### config.mk
export PLATFORM = sky130hd
export DESIGN_NAME = ssra_ram
export DESIGN_NICKNAME = d
export VERILOG_FILES = /design/src/rtl/ssra_ram.sv
export SDC_FILE = /design/constraint.sdc
export NUM_CORES = 1
export LEC_CHECK = 0
export BUFFER_PORTS_ARGS = -buffer_cell sky130_fd_sc_hd__buf_2
export CORE_ASPECT_RATIO = 0.6
export CORE_MARGIN = 10
export CORE_UTILIZATION = 30
export DETAILED_ROUTE_END_ITERATION = 8
export GPL_TIMING_DRIVEN = 0
export PLACE_DENSITY = 0.56
export SLEW_MARGIN = 20
export SYNTH_ARGS = -nofsm -noshare
export SYNTH_HDL_FRONTEND = slang
export SYNTH_SLANG_ARGS = --single-unit
### constraint.sdc
create_clock -name clk -period 4.2 [get_ports clk]
set_input_delay 0.84 -clock clk [delete_from_list [all_inputs] [get_ports clk]]
set_output_delay 0.84 -clock clk [all_outputs]
set_load 0.1 [all_outputs]
### src/rtl/ssra_ram.sv
`timescale 1ns / 1ps
module ssra_ram #(
  parameter int WIDTH = 32,
  parameter int DEPTH = 16,
  parameter int AW    = (DEPTH > 1) ? $clog2(DEPTH) : 1
) (
  input  logic             clk,
  input  logic             we,
  input  logic [AW-1:0]    waddr,
  input  logic [WIDTH-1:0] wdata,
  input  logic [AW-1:0]    raddr,
  output logic [WIDTH-1:0] rdata
);

  logic [WIDTH-1:0] mem [DEPTH];

  always_ff @(posedge clk) begin
    if (we) begin
      mem[waddr] <= wdata;
    end
    rdata <= mem[raddr];
  end

endmodule

==> results of run 1 <==
sequential cells by signal, indices dropped and copies added, names as in the netlist:
signal and count:
mem 512, rdata 32
per-stage QoR:
step	utilization [%]	instances	setup TNS, ps	cell area [um2]	setup slack, ps
global route	36.4	1923	0	23700	1790
CTS	36.4	1923	0	23700	1830
floorplan	-	838	0	19900	180
finish	36.4	1923	0	23700	1800
detailed placement	34.1	1838	0	22100	1240
global placement	32.8	1797	-577260	21300	-2790
cell usage after synthesis (all sizes together):
library cell | number | area share [%]
a22oi | 64 | 2.4
and2 | 1 | 0.032
buf | 26 | 0.80
clkbuf | 17 | 0.32
dfxtp | 32 | 3.2
edfxtp | 512 | 77
mux4 | 128 | 15
nand2 | 33 | 0.62
nand2b | 2 | 0.063
nand3 | 1 | 0.025
nand3b | 2 | 0.076
nor2 | 13 | 0.25
nor2b | 2 | 0.063
nor3 | 4 | 0.10
or3b | 1 | 0.044
per-layer routing:
metal	vias up	part of all wire, %	global-route usage, %
met4	8	1.0	2.00
met3	46	8.0	3.04
met2	349	41	16.3
li1	3898	-	-
met1	4946	50	19.1
met5	-	0.14	0
worst min path at each step:
stage / to / cells past startpoint / slack, ps / from
after floorplan: rdata[0] / 3 / 630 / mem[14][0]
final: mem[2][29] / 1 / 630 / wdata[29]
after detailed placement: rdata[28] / 3 / 660 / mem[14][28]
after CTS: mem[2][29] / 1 / 590 / wdata[29]
after global placement: rdata[26] / 3 / 660 / mem[14][26]
after global routing: mem[7][25] / 1 / 610 / wdata[25]
cell families (layout without fill, tap and decap cells):
kind of cell           after synthesis  count (layout)
AOI/OAI and AO/OA                   64              64
muxes                              128             128
buffers and inverters               43             240
and+or+nand+nor                     59              59
DFF                                544             544
report_power, final:
group	total, mW	internal, mW	switching [mW]	leakage (nW)
Combinational	0.844	0.238	0.605	1.85
Sequential	6.10	6.06	0.0325	4.89
Clock	4.37	2.42	1.94	0.745
Total	11.3	8.73	2.58	7.49
layout make-up:
| type | count | share of cell area, % |
|---|---|---|
| Multi-Input combinational cell | 251 | 15.7 |
| Timing Repair Buffer | 112 | 4.50 |
| Sequential cell | 544 | 67.7 |
| Tap cell | 888 | 4.69 |
| Buffer | 43 | 0.941 |
| Clock inverter | 23 | 0.994 |
| Clock buffer | 62 | 5.47 |
==> results.md, run 1 <==
* CP arrival at 2660 ps
* Mapped Cells at 838
* FF-to-FF path depth at 3
* Avg Vias per Cell at 4.81
* Net count, final at 1,041
* CP Data Required Time at 4460 ps
* Root Driver: clkbuf_16
* Levels on crit path at 6
* Mux cell area share after synthesis at 14.5%
* Yosys reg bits at 544
* RSZ-0062 raised after global routing: no
* Synth Area in Compound Gates at 2.42%
* Final wirelength at 47,100 um
* Die H at 219 um
* Seq/Total Area, Yosys at 80.7%
* Setup bufs post-CTS at 0
* Die extent in x at 352 um
* Starting DRT DRC Count at 1,201
* FILL cells at 5,885
* Synth warn at 0
* Final hold violations at 0
* Synth Area in Simple Gates at 1.27%
* Crit-path cells: buf_2 > or3b_2 > nor3_2 > buf_4 > buf_4 > buf_4
* Post-CTS sizing at 0
* # port buffers at 71
* Post-Synth XOR/XNOR Area at 0%
* Lkg Pwr at 7.49 nW
* Crit-path slowest cell: or3b_2
* Total design power at 11.3 mW
* Synthesis-to-finish area growth at 19.2%
* CP most frequent cell: buf_4
* CP Max Fanout at 7
* Antenna fix cells at 0
* IO Pins at 74
* Worst-skew pair later-pin latency at 580 ps
* Reg2Reg Launch Point: mem[11][19]
* Clock-pin slew on the worst setup and hold paths at 70 ps
* Post-synth cell types at 18
* Critical path origin: waddr[2]
* Initial core utilization at 30.6%
* Layout cells sized above 1 at 33.1%
* Run status: complete, no violations
* Max Freq at 416 MHz
* CTS tree: built
* Largest net degree at the start of global routing at 19
* Period utilization at 57.2%
* Worst hold path class: primary input to flop
* Slew Viols, Final at 0
* CTS Sinks at 544
* DRT Pass-1 Iters at 5
* WP buf/inv at 4
* GR Util All Layers at 12.0%
* Area of the multi-input gates at 3730 um2
* Critical Path Sink Type: flop
* Max stage delay on crit path at 590 ps
* Routed length per instance at 24.5 um
* Global route total overflow at 0
* Setup crit start kind: primary input
* Minimum clock period at 2400 ps
* Vias in the first global route at 9,495
* Sequential cell area at 16,000 um2
* Remaining antenna violation count at 0
* PD cells at 478 nW/um2
* Syn Nets at 880
* Core ar. at 65,000 um2
* Std cell rows at 72
* VDD IR max at 271 uV
* Slew margin rel. at 36.9%
* Reg-to-reg endpoint: rdata[19]
* Hold-fix buffer count after cts at 0
* Final HPWL DP at 31,400 um
* Hold_ws at 629 ps
* Drc violations at 0
* Die area at 77,200 um2
* Commonest cells after routing, fill and taps aside: edfxtp_1 (512), mux4_2 (128), buf_2 (75)
* Most common cell after layout, fill and taps aside: edfxtp_1
* Htree depth at 2
* Netlist Area Pre-Place at 19,900 um2
* Reg2Reg Setup Slack at 2690 ps
* Longest Clk Path Bufs at 3
* Routed vias at 9,247
* GPL Wtd Cong at 0.691
* First-pass GRT wire length at 68,200 um
* Worst setup path end: mem[0][1]
* Largest family of logic cells by synthesized area: multiplexers
* Top Family by Delay on Critical Path: simple AND/OR/NAND/NOR gates
* Worst Skew at 23.2 ps
* Synthesized-area fraction occupied by adder cells at 0%
* CTS buffer count at 47
* Maxcap violations at 0
* Final setup viols at 0
* CP Class: primary input to flop
* Antenna violations before repair at 4
* Synthesized area per cell at 23.7 um2
* Worst-margin pin slew at 947 ps
No activity file was read; power rests on OpenSTA's default activity.
==> run 2: changes to the inputs <==
==> constraint.sdc (replaced) <==
create_clock -name clk -period 2 [get_ports clk]
set_input_delay 0.4 -clock clk [delete_from_list [all_inputs] [get_ports clk]]
set_output_delay 0.4 -clock clk [all_outputs]
set_load 0.1 [all_outputs]
==> run 2 against run 1 <==
Effect of this change:
- wire length is 1.1% lower
- sequential share of layout area is 0.28 points higher
- first-iteration DRC count is 21% lower
- clock skew is 6.7 ps lower
- clock-buffer cell count is 6 higher
- die area stayed put
- critical path depth is 1 lower
- largest cell class unchanged
- via count is 1.4% lower
- global-route usage is 0.10 points lower
- clock power is 120% higher
- combinational power is 110% higher
==> results.md, run 2 (synthesized netlist as in run 1, its figures left out) <==
* Routed length per instance at 24.4 um
* Hold_ws at 192 ps
* Net count, final at 1,026
* Longest Clk Path Bufs at 3
* Initial core utilization at 30.6%
* RSZ-0062 raised after global routing: no
* Crit-path cells: clkbuf_1 > buf_2 > mux4_2 > a22oi_1 > nand2_1
* Antenna fix cells at 0
* Slew margin rel. at 36.5%
* Max reg flops at 512
* Die extent in x at 352 um
* Setup crit start kind: primary input
* Clock-pin slew on the worst setup and hold paths at 70 ps
* Die area at 77,200 um2
* Max stage delay on crit path at 560 ps
* Minimum clock period at 1900 ps
* Setup bufs post-CTS at 0
* Biggest regs: mem x512, rdata x32
* CP Max Fanout at 10
* CTS tree: built
* CP Class: primary input to flop
* GR Util All Layers at 11.9%
* Core ar. at 65,000 um2
* Lkg Pwr at 7.43 nW
* Std cell rows at 72
* Remaining antenna violation count at 0
* Final setup viols at 0
* Antenna violations before repair at 3
* CP arrival at 2310 ps
* Worst Skew at 16.5 ps
* Placed Cells at 1,823
* Worst-margin pin slew at 953 ps
* Die H at 219 um
* CP Data Required Time at 2420 ps
* Final wirelength at 46,600 um
* Layout cells sized above 1 at 32.3%
* Largest reg by FF count: mem
* PD cells at 1020 nW/um2
* Synthesis-to-finish area growth at 18.7%
* Hold-fix buffer count after cts at 0
* Final hold violations at 0
* Run status: complete, no violations
* Most common cell after layout, fill and taps aside: edfxtp_1
* DRT Pass-1 Iters at 6
* CTS Sinks at 544
* Htree depth at 2
* Commonest cells after routing, fill and taps aside: edfxtp_1 (512), mux4_2 (128), buf_2 (75)
* Fin cells at 1,910
* First-pass GRT wire length at 67,400 um
* Global route total overflow at 0
* CTS buffer count at 47
* IO Pins at 74
* Critical Path Sink Type: flop
* Drc violations at 0
* Max Freq at 527 MHz
* Largest net degree at the start of global routing at 21
* Worst hold path class: primary input to flop
* Top Family by Delay on Critical Path: buffers and inverters
* Avg Vias per Cell at 4.78
* Slew Viols, Final at 0
* Routed vias at 9,122
* Vias in the first global route at 9,403
* Starting DRT DRC Count at 948
* Crit-path slowest cell: clkbuf_1
* Period utilization at 94.8%
* Root Driver: clkbuf_16
* Worst-skew pair later-pin latency at 580 ps
* Maxcap violations at 0
* VDD IR max at 599 uV
* Final HPWL DP at 31,100 um
* GPL Wtd Cong at 0.701
* WP buf/inv at 2
* # port buffers at 71
* Post-CTS sizing at 0
==> run 2: changes by cell type in the layout (fill, tap and decap cells not counted), moves of 2 or more <==
cell	previous run	this run
buf_4	28	11
buf_16	16	6
buf_8	0	9
nor3_2	4	0
nor3_4	0	4
buf_12	6	9
clkbuf_8	4	7
bufinv_16	4	6
clkbuf_1	27	29
clkinv_1	6	4
clkinv_4	2	0
==> run 2: routing by layer <==
layer | part of all wire (%) | wire length [um] | vias up | GRT usage, %
li1 | - | - | 3872 | -
met2 | 41 | 19100 | 310 | 16.3
met4 | 1.3 | 625 | 6 | 2.21
met3 | 8.4 | 3930 | 62 | 3.67
met1 | 49 | 22800 | 4872 | 18.2
met5 | 0.099 | 46 | - | 0
==> run 2: cell type report <==
type / instances / area, um2
tap: 888 / 1110
timing repair buffer: 97 / 858
clock inverter: 19 / 245
fill: 5883 / 41400
sequential: 544 / 16000
multi-input combinational: 251 / 3750
clock buffer: 68 / 1370
buffer: 43 / 223
==> run 2: worst paths after layout <==
kind / from / cells after the start / slack [ps] / to
setup / recovery: raddr[1] / 5 / 100 / rdata[19]
hold / removal: wdata[25] / 1 / 190 / mem[2][25]
setup reg to reg: mem[10][19] / 3 / 460 / rdata[19]
hold reg to reg: mem[12][27] / 3 / 680 / rdata[27]
==> run 2: per-stage QoR <==
stage / power (mW) / util [%] / TNS [ps] / worst slack (ps) / area [um2]
CTS: 24.4 / 36.3 / 0 / 97.7 / 23600
global placement: 14.8 / 32.9 / -969140 / -2450 / 21400
floorplan: 14.2 / - / -149440 / -428 / 19900
global route: 24.9 / 36.3 / 0 / 14.6 / 23600
detailed placement: 14.8 / 33.8 / -76020 / -471 / 22000
finish: 24.1 / 36.3 / 0 / 103 / 23600
==> run 2: worst register-to-register path: cells and delay by family (launching register included) <==
family | cells | cell delay, ps
flip-flops | 1 | 370
AO/OA/AOI/OAI | 1 | 380
multiplexers | 1 | 460
AND/OR/NAND/NOR | 1 | 180
==> run 2: power by group <==
group	switching, mW	internal [mW]	leakage [nW]
clock network	4.02	5.53	0.787
logic	1.28	0.489	1.75
registers	0.0624	12.7	4.89
total	5.36	18.8	7.43
